File: config.mk
export PLATFORM = sky130hd
export DESIGN_NAME = h3_settings_payload_parser
export DESIGN_NICKNAME = d
export VERILOG_FILES = /design/src/rtl/h3sp_pkg.sv /design/src/rtl/h3_settings_payload_parser.sv /design/src/rtl/h3sp_cfg_regs.sv /design/src/rtl/h3sp_parse.sv /design/src/rtl/h3sp_out_buf.sv
export VERILOG_INCLUDE_DIRS = /design/src /design/src/rtl
export SDC_FILE = /design/constraint.sdc
export NUM_CORES = 1
export LEC_CHECK = 0
export ABC_AREA = 1
export BUFFER_PORTS_ARGS = -buffer_cell sky130_fd_sc_hd__buf_2
export CAP_MARGIN = 20
export CORE_ASPECT_RATIO = 0.8
export CORE_MARGIN = 2
export CORE_UTILIZATION = 55
export CTS_CLUSTER_DIAMETER = 30
export CTS_CLUSTER_SIZE = 14
export DETAILED_ROUTE_END_ITERATION = 8
export PLACE_DENSITY_LB_ADDON = 0.08
export SYNTH_ARGS = -nofsm -noshare
export SYNTH_HDL_FRONTEND = slang
export SYNTH_SLANG_ARGS = --single-unit
File: constraint.sdc
create_clock -name i_clk -period 33.3 [get_ports i_clk]
set_input_delay 8.325 -clock i_clk [delete_from_list [all_inputs] [get_ports i_clk]]
set_output_delay 8.325 -clock i_clk [all_outputs]
set_load 0.01 [all_outputs]
File: src/rtl/assert_macros.svh
// Assertion helpers shared by the parser and output buffer modules.
`ifndef ASSERT_MACROS_SVH
`define ASSERT_MACROS_SVH

`ifndef ASSERT_OFF

// Checks a property on every rising clock edge outside of reset.
`define ASSERT_CHK(lbl, clk, rstn, prop) \
    lbl: assert property (@(posedge clk) disable iff (!(rstn)) (prop)) \
        else $error("assertion failed");

// Checks that a condition never holds outside of reset.
`define ASSERT_NEVER(lbl, clk, rstn, cond) \
    lbl: assert property (@(posedge clk) disable iff (!(rstn)) !(cond)) \
        else $error("forbidden condition seen");

`else

`define ASSERT_CHK(lbl, clk, rstn, prop)
`define ASSERT_NEVER(lbl, clk, rstn, cond)

`endif

`endif

File: src/rtl/h3sp_pkg.sv
package h3sp_pkg;

    localparam int VAL_W    = 62;
    localparam int BYTE_W   = 8;
    localparam int LEFT_W   = 3;
    localparam int CFG_IDX_W = 3;
    localparam int TDATA_W  = 192;

    // Configuration register indexes.
    localparam logic [CFG_IDX_W-1:0] CFG_TABLE_CAPACITY  = 3'd0;
    localparam logic [CFG_IDX_W-1:0] CFG_SECTION_LIMIT   = 3'd1;
    localparam logic [CFG_IDX_W-1:0] CFG_BLOCKED_STREAMS = 3'd2;
    localparam logic [CFG_IDX_W-1:0] CFG_CONNECT         = 3'd3;
    localparam logic [CFG_IDX_W-1:0] CFG_DATAGRAM        = 3'd4;

    // Input word kinds.
    localparam logic KIND_BYTE = 1'b0;
    localparam logic KIND_END  = 1'b1;

    // Setting identifiers.
    localparam logic [VAL_W-1:0] ID_TABLE_CAPACITY  = 62'h01;
    localparam logic [VAL_W-1:0] ID_SECTION_LIMIT   = 62'h06;
    localparam logic [VAL_W-1:0] ID_BLOCKED_STREAMS = 62'h07;
    localparam logic [VAL_W-1:0] ID_CONNECT         = 62'h08;
    localparam logic [VAL_W-1:0] ID_DATAGRAM        = 62'h33;

    typedef enum logic [2:0] {
        TGT_NONE     = 3'd0,
        TGT_CAPACITY = 3'd1,
        TGT_LIMIT    = 3'd2,
        TGT_BLOCKED  = 3'd3,
        TGT_CONNECT  = 3'd4,
        TGT_DATAGRAM = 3'd5
    } t_target;

    typedef struct packed {
        logic [VAL_W-1:0] table_capacity;
        logic [VAL_W-1:0] section_limit;
        logic [VAL_W-1:0] blocked_streams;
        logic             connect_enabled;
        logic             datagram_enabled;
    } t_settings;

    typedef struct packed {
        t_settings settings;
        logic      parse_error;
    } t_result;

    function automatic t_target target_of(input logic [VAL_W-1:0] id);
        t_target tgt;
        case (id)
            ID_TABLE_CAPACITY:  tgt = TGT_CAPACITY;
            ID_SECTION_LIMIT:   tgt = TGT_LIMIT;
            ID_BLOCKED_STREAMS: tgt = TGT_BLOCKED;
            ID_CONNECT:         tgt = TGT_CONNECT;
            ID_DATAGRAM:        tgt = TGT_DATAGRAM;
            default:            tgt = TGT_NONE;
        endcase
        return tgt;
    endfunction

endpackage

File: src/rtl/h3_settings_payload_parser.sv
// Channel   | Dir | Word                      | Fields (lowest bit up)
// s_axis    | in  | one payload byte or end   | tdata: data_byte; tuser: kind
// m_axis    | out | decoded settings          | tdata: five settings, zero fill; tuser: parse_error
// cfg       | in  | default setting write     | idx 0..4, data up to 62 bits
//
// One input word is taken per cycle, bytes and end words alike, while no end word
// waits in the input register; the parse step for a word is combinational logic
// between the input register and the parser state. An end word's result enters a
// two-entry output buffer after the input register; an end word waits in the input
// register only while both buffer entries are full. Reset is synchronous and active
// low, and clears the defaults to zero, the parser and the sticky error.
module h3_settings_payload_parser (
    input  logic                               i_clk,
    input  logic                               i_rst_n,
    input  logic                               i_s_axis_tvalid,
    output logic                               o_s_axis_tready,
    input  logic [h3sp_pkg::BYTE_W-1:0]        i_s_axis_tdata,   // data_byte
    input  logic                               i_s_axis_tuser,   // kind
    output logic                               o_m_axis_tvalid,
    input  logic                               i_m_axis_tready,
    // table_capacity, section_limit, blocked_streams, connect_enabled,
    // datagram_enabled, zero fill
    output logic [h3sp_pkg::TDATA_W-1:0]       o_m_axis_tdata,
    output logic                               o_m_axis_tuser,   // parse_error
    input  logic                               i_cfg_we,
    input  logic [h3sp_pkg::CFG_IDX_W-1:0]     i_cfg_idx,
    input  logic [h3sp_pkg::VAL_W-1:0]         i_cfg_data
);

    h3sp_pkg::t_settings w_defaults;
    logic                w_push;
    logic                w_push_ok;
    h3sp_pkg::t_result   w_result;
    h3sp_pkg::t_result   w_out;

    h3sp_cfg_regs u_cfg (
        .i_clk      (i_clk),
        .i_rst_n    (i_rst_n),
        .i_cfg_we   (i_cfg_we),
        .i_cfg_idx  (i_cfg_idx),
        .i_cfg_data (i_cfg_data),
        .o_defaults (w_defaults)
    );

    h3sp_parse u_parse (
        .i_clk      (i_clk),
        .i_rst_n    (i_rst_n),
        .i_valid    (i_s_axis_tvalid),
        .o_ready    (o_s_axis_tready),
        .i_kind     (i_s_axis_tuser),
        .i_byte     (i_s_axis_tdata),
        .i_defaults (w_defaults),
        .i_push_ok  (w_push_ok),
        .o_push     (w_push),
        .o_result   (w_result)
    );

    h3sp_out_buf u_out (
        .i_clk     (i_clk),
        .i_rst_n   (i_rst_n),
        .i_push    (w_push),
        .i_data    (w_result),
        .o_push_ok (w_push_ok),
        .o_valid   (o_m_axis_tvalid),
        .i_ready   (i_m_axis_tready),
        .o_data    (w_out)
    );

    assign o_m_axis_tdata = {4'b0000,
                             w_out.settings.datagram_enabled,
                             w_out.settings.connect_enabled,
                             w_out.settings.blocked_streams,
                             w_out.settings.section_limit,
                             w_out.settings.table_capacity};
    assign o_m_axis_tuser = w_out.parse_error;

endmodule

File: src/rtl/h3sp_cfg_regs.sv
module h3sp_cfg_regs (
    input  logic                              i_clk,
    input  logic                              i_rst_n,
    input  logic                              i_cfg_we,
    input  logic [h3sp_pkg::CFG_IDX_W-1:0]    i_cfg_idx,
    input  logic [h3sp_pkg::VAL_W-1:0]        i_cfg_data,
    output h3sp_pkg::t_settings               o_defaults
);

    h3sp_pkg::t_settings r_defaults;

    always_ff @(posedge i_clk) begin
        if (!i_rst_n) begin
            r_defaults <= '0;
        end else if (i_cfg_we) begin
            case (i_cfg_idx)
                h3sp_pkg::CFG_TABLE_CAPACITY:  r_defaults.table_capacity  <= i_cfg_data;
                h3sp_pkg::CFG_SECTION_LIMIT:   r_defaults.section_limit   <= i_cfg_data;
                h3sp_pkg::CFG_BLOCKED_STREAMS: r_defaults.blocked_streams <= i_cfg_data;
                h3sp_pkg::CFG_CONNECT:         r_defaults.connect_enabled <= i_cfg_data[0];
                h3sp_pkg::CFG_DATAGRAM:        r_defaults.datagram_enabled <= i_cfg_data[0];
                default: begin
                end
            endcase
        end
    end

    assign o_defaults = r_defaults;

endmodule

File: src/rtl/h3sp_parse.sv
`include "assert_macros.svh"

module h3sp_parse (
    input  logic                            i_clk,
    input  logic                            i_rst_n,
    input  logic                            i_valid,
    output logic                            o_ready,
    input  logic                            i_kind,
    input  logic [h3sp_pkg::BYTE_W-1:0]     i_byte,
    input  h3sp_pkg::t_settings             i_defaults,
    input  logic                            i_push_ok,
    output logic                            o_push,
    output h3sp_pkg::t_result               o_result
);

    // Input register.
    logic                        r_in_valid;
    logic                        r_in_kind;
    logic [h3sp_pkg::BYTE_W-1:0] r_in_byte;

    // Parser state.
    logic                        r_started, n_started;
    logic                        r_expect, n_expect;
    logic [h3sp_pkg::LEFT_W-1:0] r_left, n_left;
    logic [h3sp_pkg::VAL_W-1:0]  r_acc, n_acc;
    h3sp_pkg::t_target           r_target, n_target;
    logic                        r_err, n_err;
    h3sp_pkg::t_settings         r_work, n_work;

    logic                        w_take;
    logic                        w_end_err;
    h3sp_pkg::t_settings         w_base;
    logic [h3sp_pkg::LEFT_W-1:0] w_left;
    logic [h3sp_pkg::VAL_W-1:0]  w_acc;
    logic                        n_push;
    h3sp_pkg::t_result           n_result;

    // A byte is always consumed; an end word needs room in the output buffer.
    assign w_take  = r_in_valid && ((r_in_kind == h3sp_pkg::KIND_BYTE) || i_push_ok);
    assign o_ready = !r_in_valid || w_take;

    // The working copies take the defaults on the first byte of a payload.
    assign w_base    = r_started ? r_work : i_defaults;
    assign w_end_err = r_err || (r_left != '0) || r_expect;

    always_comb begin
        if (r_left == '0) begin
            w_left = h3sp_pkg::LEFT_W'((4'd1 << r_in_byte[7:6]) - 4'd1);
            w_acc  = {{(h3sp_pkg::VAL_W-6){1'b0}}, r_in_byte[5:0]};
        end else begin
            w_left = r_left - 3'd1;
            w_acc  = {r_acc[h3sp_pkg::VAL_W-h3sp_pkg::BYTE_W-1:0], r_in_byte};
        end
    end

    always_comb begin
        n_started = r_started;
        n_expect  = r_expect;
        n_left    = r_left;
        n_acc     = r_acc;
        n_target  = r_target;
        n_err     = r_err;
        n_work    = r_work;
        n_push    = 1'b0;
        n_result  = '0;
        if (w_take) begin
            if (r_in_kind == h3sp_pkg::KIND_BYTE) begin
                if (!r_err) begin
                    n_started = 1'b1;
                    n_work    = w_base;
                    n_left    = w_left;
                    n_acc     = w_acc;
                    if (w_left == '0) begin
                        n_acc = '0;
                        if (!r_expect) begin
                            n_target = h3sp_pkg::target_of(w_acc);
                            n_expect = 1'b1;
                        end else begin
                            n_expect = 1'b0;
                            n_target = h3sp_pkg::TGT_NONE;
                            case (r_target)
                                h3sp_pkg::TGT_CAPACITY: n_work.table_capacity  = w_acc;
                                h3sp_pkg::TGT_LIMIT:    n_work.section_limit   = w_acc;
                                h3sp_pkg::TGT_BLOCKED:  n_work.blocked_streams = w_acc;
                                h3sp_pkg::TGT_CONNECT:  n_work.connect_enabled = (w_acc != '0);
                                h3sp_pkg::TGT_DATAGRAM: n_work.datagram_enabled = (w_acc != '0);
                                default: begin
                                end
                            endcase
                        end
                    end
                end
            end else begin
                n_push               = 1'b1;
                n_err                = w_end_err;
                n_result.parse_error = w_end_err;
                n_result.settings    = w_end_err ? '0 : w_base;
                n_started            = 1'b0;
                n_expect             = 1'b0;
                n_left               = '0;
                n_acc                = '0;
                n_target             = h3sp_pkg::TGT_NONE;
            end
        end
    end

    always_ff @(posedge i_clk) begin
        if (!i_rst_n) begin
            r_in_valid <= 1'b0;
            r_started  <= 1'b0;
            r_expect   <= 1'b0;
            r_left     <= '0;
            r_acc      <= '0;
            r_target   <= h3sp_pkg::TGT_NONE;
            r_err      <= 1'b0;
        end else begin
            if (o_ready) begin
                r_in_valid <= i_valid;
            end
            r_started <= n_started;
            r_expect  <= n_expect;
            r_left    <= n_left;
            r_acc     <= n_acc;
            r_target  <= n_target;
            r_err     <= n_err;
        end
    end

    always_ff @(posedge i_clk) begin
        if (i_valid && o_ready) begin
            r_in_kind <= i_kind;
            r_in_byte <= i_byte;
        end
        r_work <= n_work;
    end

    assign o_push   = n_push;
    assign o_result = n_result;

    // Once an error is seen, only a reset clears it.
    `ASSERT_CHK(a_err_sticky, i_clk, i_rst_n, r_err |=> r_err)
    // An integer in progress or an open pair means a payload has started.
    `ASSERT_CHK(a_busy_started, i_clk, i_rst_n, ((r_left != '0) || r_expect) |-> r_started)
    // Between integers the accumulator is empty.
    `ASSERT_CHK(a_acc_clear, i_clk, i_rst_n, (r_left == '0) |-> (r_acc == '0))
    // A result is only pushed when the output buffer has room.
    `ASSERT_NEVER(a_push_full, i_clk, i_rst_n, o_push && !i_push_ok)

endmodule

File: src/rtl/h3sp_out_buf.sv
`include "assert_macros.svh"

module h3sp_out_buf (
    input  logic                i_clk,
    input  logic                i_rst_n,
    input  logic                i_push,
    input  h3sp_pkg::t_result   i_data,
    output logic                o_push_ok,
    output logic                o_valid,
    input  logic                i_ready,
    output h3sp_pkg::t_result   o_data
);

    logic              r_main_valid;
    logic              r_skid_valid;
    h3sp_pkg::t_result r_main;
    h3sp_pkg::t_result r_skid;
    logic              w_drain;

    assign w_drain   = !r_main_valid || i_ready;
    assign o_push_ok = !r_skid_valid;
    assign o_valid   = r_main_valid;
    assign o_data    = r_main;

    always_ff @(posedge i_clk) begin
        if (!i_rst_n) begin
            r_main_valid <= 1'b0;
            r_skid_valid <= 1'b0;
        end else if (w_drain) begin
            if (r_skid_valid) begin
                r_main_valid <= 1'b1;
                r_skid_valid <= i_push;
            end else begin
                r_main_valid <= i_push;
            end
        end else if (i_push) begin
            r_skid_valid <= 1'b1;
        end
    end

    always_ff @(posedge i_clk) begin
        if (w_drain) begin
            if (r_skid_valid) begin
                r_main <= r_skid;
                if (i_push) begin
                    r_skid <= i_data;
                end
            end else begin
                r_main <= i_data;
            end
        end else if (i_push) begin
            r_skid <= i_data;
        end
    end

    // The spare entry only fills behind a waiting word.
    `ASSERT_CHK(a_skid_behind_main, i_clk, i_rst_n, r_skid_valid |-> r_main_valid)
    // A full spare entry drains into the main register when the sink takes a word.
    `ASSERT_CHK(a_skid_moves, i_clk, i_rst_n,
                (r_skid_valid && i_ready && !i_push) |=> (r_main_valid && !r_skid_valid))

endmodule

==> results.md <==
- Number of H-tree branching levels: 4
- Count of hold buffers inserted by post-cts repair: 0
- Average wire per cell in the routed design: 19.70 um
- Arrival time worst endpoint: 10.86 ns
- Final number of setup-violating endpoints: 0
- Die boundary height: between 200 and 250 um
- Fraction of layout cells with a size suffix above 1: between 10% and 20%
- Critical path peak fanout: 63
- Number of vias per cell after detailed routing: ~5.6
- Global placer's final weighted congestion: 0.8238
- Portion of the post-synthesis area used by sequential elements: 66.35%
- Floorplan die area: 63260 um2
- GRT Residual Overflow: 0
- Final clock period utilization by the worst path: 30.87%
- WP data required: 33.89 ns
- Number of hold violations in the final report: 0
- Number of nets with antenna violations after detailed routing: 0
- Detailed Route WL: ~85000 um
- Area of the mapped netlist: ~34000 um2
- Cell-internal power: 2148 uW
- Worst IR drop on VDD: around 0.00005 V
- Effective utilization at floorplan: 55.40%
- Count of synthesis-stage warnings from yosys: 0
- Critical path endpoint category: register
- Delay-heaviest family, CP: buffers and inverters
- Worst skew pair latency: between 0.7 and 0.8 ns
- Highest clock frequency the design can meet: 0.09729 GHz
- Transition time at the pin with the least slew margin: 1.352 ns
- Number of antenna violations at the first check in global routing: 1
- Buffers plus inverters on the worst setup path: 6
- # diodes: 0
- Global-route wire length before repair: 131800 um
- Clk network pwr share: around 54%
- Number of register bits inferred by synthesis: 829
- Syn_area_per_cell: around 11 um2
- Total negative setup slack: 0 ns
- Pin count of the biggest net entering global routing: 135
- Setup CP Type: input pin to register
- Total of buffers placed on input and output ports: between 200 and 300
- Global-route usage over all layers: between 20 and 30%
- Final critical path time including I/O delays and setup: 10.28 ns
- First-pass iteration count of the detailed router: 7
- First element of the critical path: i_cfg_we
- Total count of max-transition violations in the final report: 0
- Total via count in the routed design: 24200
- Number of standard-cell rows in the floorplan: 81
- Worst stage delay on the critical path: 0.62 ns
- Reg-to-reg startpoint: u_out.r_skid_valid
- Worst hold path startpoint: u_cfg.o_defaults[1]
- Clock root buffer master: sky130_fd_sc_hd__clkbuf_16
- Net load switching power: 600.5 uW
- Share of the core filled with cells: 66.24%
- Power per Cell Area: about 68 nW/um2
- Most used cell along the critical path: sky130_fd_sc_hd__nor2_1
- Area of the placeable core: 60810 um2
- RSZ-0062 raised after global routing: no
- Number of buffers created by CTS: 143
- Type of the tightest min-delay check: register to register
- Post-CTS setup buffers: 0
- Seq pwr share: 41.6%
- Cells after synthesis: roughly 3200
- Maximum count of clock buffers along a single path: 3
- Cell chain of the critical path: buf_2 -> inv_1 -> nor2_1 -> inv_1 -> nor3_4 -> buf_4 -> inv_2 -> buf_4 -> nor2_1 -> nor2_1
- Cell type of the slowest stage on the worst timing path: sky130_fd_sc_hd__buf_4
- Final Skew: 0.02461 ns
- Leakage power figure: about 0.016 uW
- HPWL after detailed placement: 50060 um
- Area growth from synthesis to final layout: 19.58%
- MaxCap Viol Count: 0
- Initial drt markers: about 2400
- CP Depth: 10
- Number of global-route vias before repair: 23300
- Ports: between 200 and 300
- Hold Path Stages: 2
- Clock Sink Count: 829
- Die X: 280.7 um
- Run status: finished clean
- # DRC: 0
- Critical path launch point type: input pin
- Max_slew headroom: under 10%
- Path depth of the worst reg2reg path: 10
- Gates resized, CTS repair: 0
- Portion of total power attributed to combinational logic: 4.3%
- Switching Share: roughly 22%
- Clock tree from TritonCTS: built
- Clock transition at the registers of the reported paths: 0.05 ns
- Post-synth cell types: 32
- Post-layout net count: 3475
- Filler cells: 4654
## logic make-up after synthesis
kind of cell	after synthesis	synth area share [%]
other	1	0.01113
AOI/OAI and AO/OA	713	11.10
buffers and inverters	310	4.153
DFF	829	66.35
muxes	186	5.527
adders and majority gates	2	0.07427
and+or+nand+nor	1120	12.78
## path summary, 6_finish.rpt
| check | end | slack, ns |
|---|---|---|
| max reg2reg | u_out.o_data[80] | 28.54 |
| min reg2reg | u_cfg.o_defaults[1] | 0.47 |
| max | u_cfg.o_defaults[90] | 23.02 |
| min | u_cfg.o_defaults[1] | 0.47 |
## tightest hold or removal path, cell delays in order, from the launching register on
cell,delay [ns]
sky130_fd_sc_hd__dfxtp_1,0.29
sky130_fd_sc_hd__inv_1,0.06
sky130_fd_sc_hd__a21oi_1,0.06
## power groups by stage
stage,Clock [uW],Combinational [uW],Sequential [uW]
floorplan,0,72.6,1160
global placement,0,113,1160
detailed placement,0,116,1160
CTS,1500,117,1140
global route,1550,129,1140
finish,1490,117,1140
## state kept, by name, indices dropped and copies added (netlist names), 3 cells and up
register,flops
u_parse.r_in_byte,8
u_parse.r_left,3
u_out.r_skid,189
u_parse.r_work,188
u_cfg.o_defaults,188
u_parse.r_target,3
u_parse.r_acc,54
u_out.o_data,189
## per-layer routing
metal,vias up,share of wire [%],track usage [%]
met5,-,0,0
met4,0,2.2,9.246
met3,144,7.4,5.266
met2,994,46,41.20
met1,11650,45,38.53
li1,11410,-,-
## per-stage QoR
| step | hold slack, ns | power (uW) | worst slack (ns) | area, um2 | instances |
|---|---|---|---|---|---|
| after floorplan | 0.4303 | 1236 | 8.399 | 33700 | 3164 |
| after global placement | 0.4550 | 1274 | 22.45 | 35310 | 4037 |
| after detailed placement | 0.4591 | 1278 | 22.38 | 35310 | 4037 |
| after CTS | 0.4677 | 2763 | 23.10 | 40280 | 4300 |
| after global routing | 0.4998 | 2825 | 22.93 | 40280 | 4300 |
| final | 0.4701 | 2749 | 23.02 | 40280 | 4300 |
## Yosys cell counts, drive strengths merged
cell type  number  area share, %
buf            64            1.4
dfxtp         254             15
nand2         482            5.4
clkbuf        151            1.7
inv            95            1.1
nor4            2          0.082
a31oi           2          0.037
a21oi          14           0.22
nor2          605            6.7
a2bb2oi         1          0.026
a211oi         52            1.2
nor3           11           0.25
conb            1          0.011
edfxtp        575             51
mux2i         186            5.5
nand3          19           0.28
ha              2          0.074
nand4           1          0.019
o21ai         644            9.6
## cell type report
type | instances | area [um2] | area share (%)
clock buffer | 178 | 4001 | 9.933
clock inverter | 85 | 975.9 | 2.423
tap | 788 | 985.9 | 2.448
timing repair buffer | 300 | 1598 | 3.966
sequential | 829 | 22360 | 55.51
multi-input combinational | 2025 | 10010 | 24.84
inverter | 95 | 356.6 | 0.8852
## layout by cell type (no fill, tap or decap), types with 3 or more instances in the layout
cell,netlist,routed
sky130_fd_sc_hd__buf_2,29,268
sky130_fd_sc_hd__nand3_1,19,18
sky130_fd_sc_hd__bufinv_16,0,17
sky130_fd_sc_hd__nand2_4,1,3
sky130_fd_sc_hd__mux2i_1,186,186
sky130_fd_sc_hd__o21ai_1,44,44
sky130_fd_sc_hd__inv_6,0,7
sky130_fd_sc_hd__dfxtp_1,254,252
sky130_fd_sc_hd__clkinv_4,0,13
sky130_fd_sc_hd__clkinvlp_4,0,17
sky130_fd_sc_hd__inv_2,6,6
sky130_fd_sc_hd__a211oi_2,6,6
sky130_fd_sc_hd__nand2_2,2,3
sky130_fd_sc_hd__edfxtp_1,575,575
sky130_fd_sc_hd__clkbuf_8,0,10
sky130_fd_sc_hd__a21oi_1,13,13
sky130_fd_sc_hd__nor3_1,8,8
sky130_fd_sc_hd__clkinv_2,0,21
sky130_fd_sc_hd__nor2_1,604,601
sky130_fd_sc_hd__clkbuf_1,151,16
sky130_fd_sc_hd__o21ai_0,600,600
sky130_fd_sc_hd__conb_1,1,4
sky130_fd_sc_hd__nor3_4,2,3
sky130_fd_sc_hd__nand2_1,479,476
sky130_fd_sc_hd__clkinv_1,0,6
sky130_fd_sc_hd__clkbuf_16,0,152
sky130_fd_sc_hd__a211oi_1,46,46
sky130_fd_sc_hd__buf_4,7,30
sky130_fd_sc_hd__inv_1,89,89
sky130_fd_sc_hd__inv_4,0,3
sky130_fd_sc_hd__nor2_4,0,3
Power figures use the tool's default switching activity.
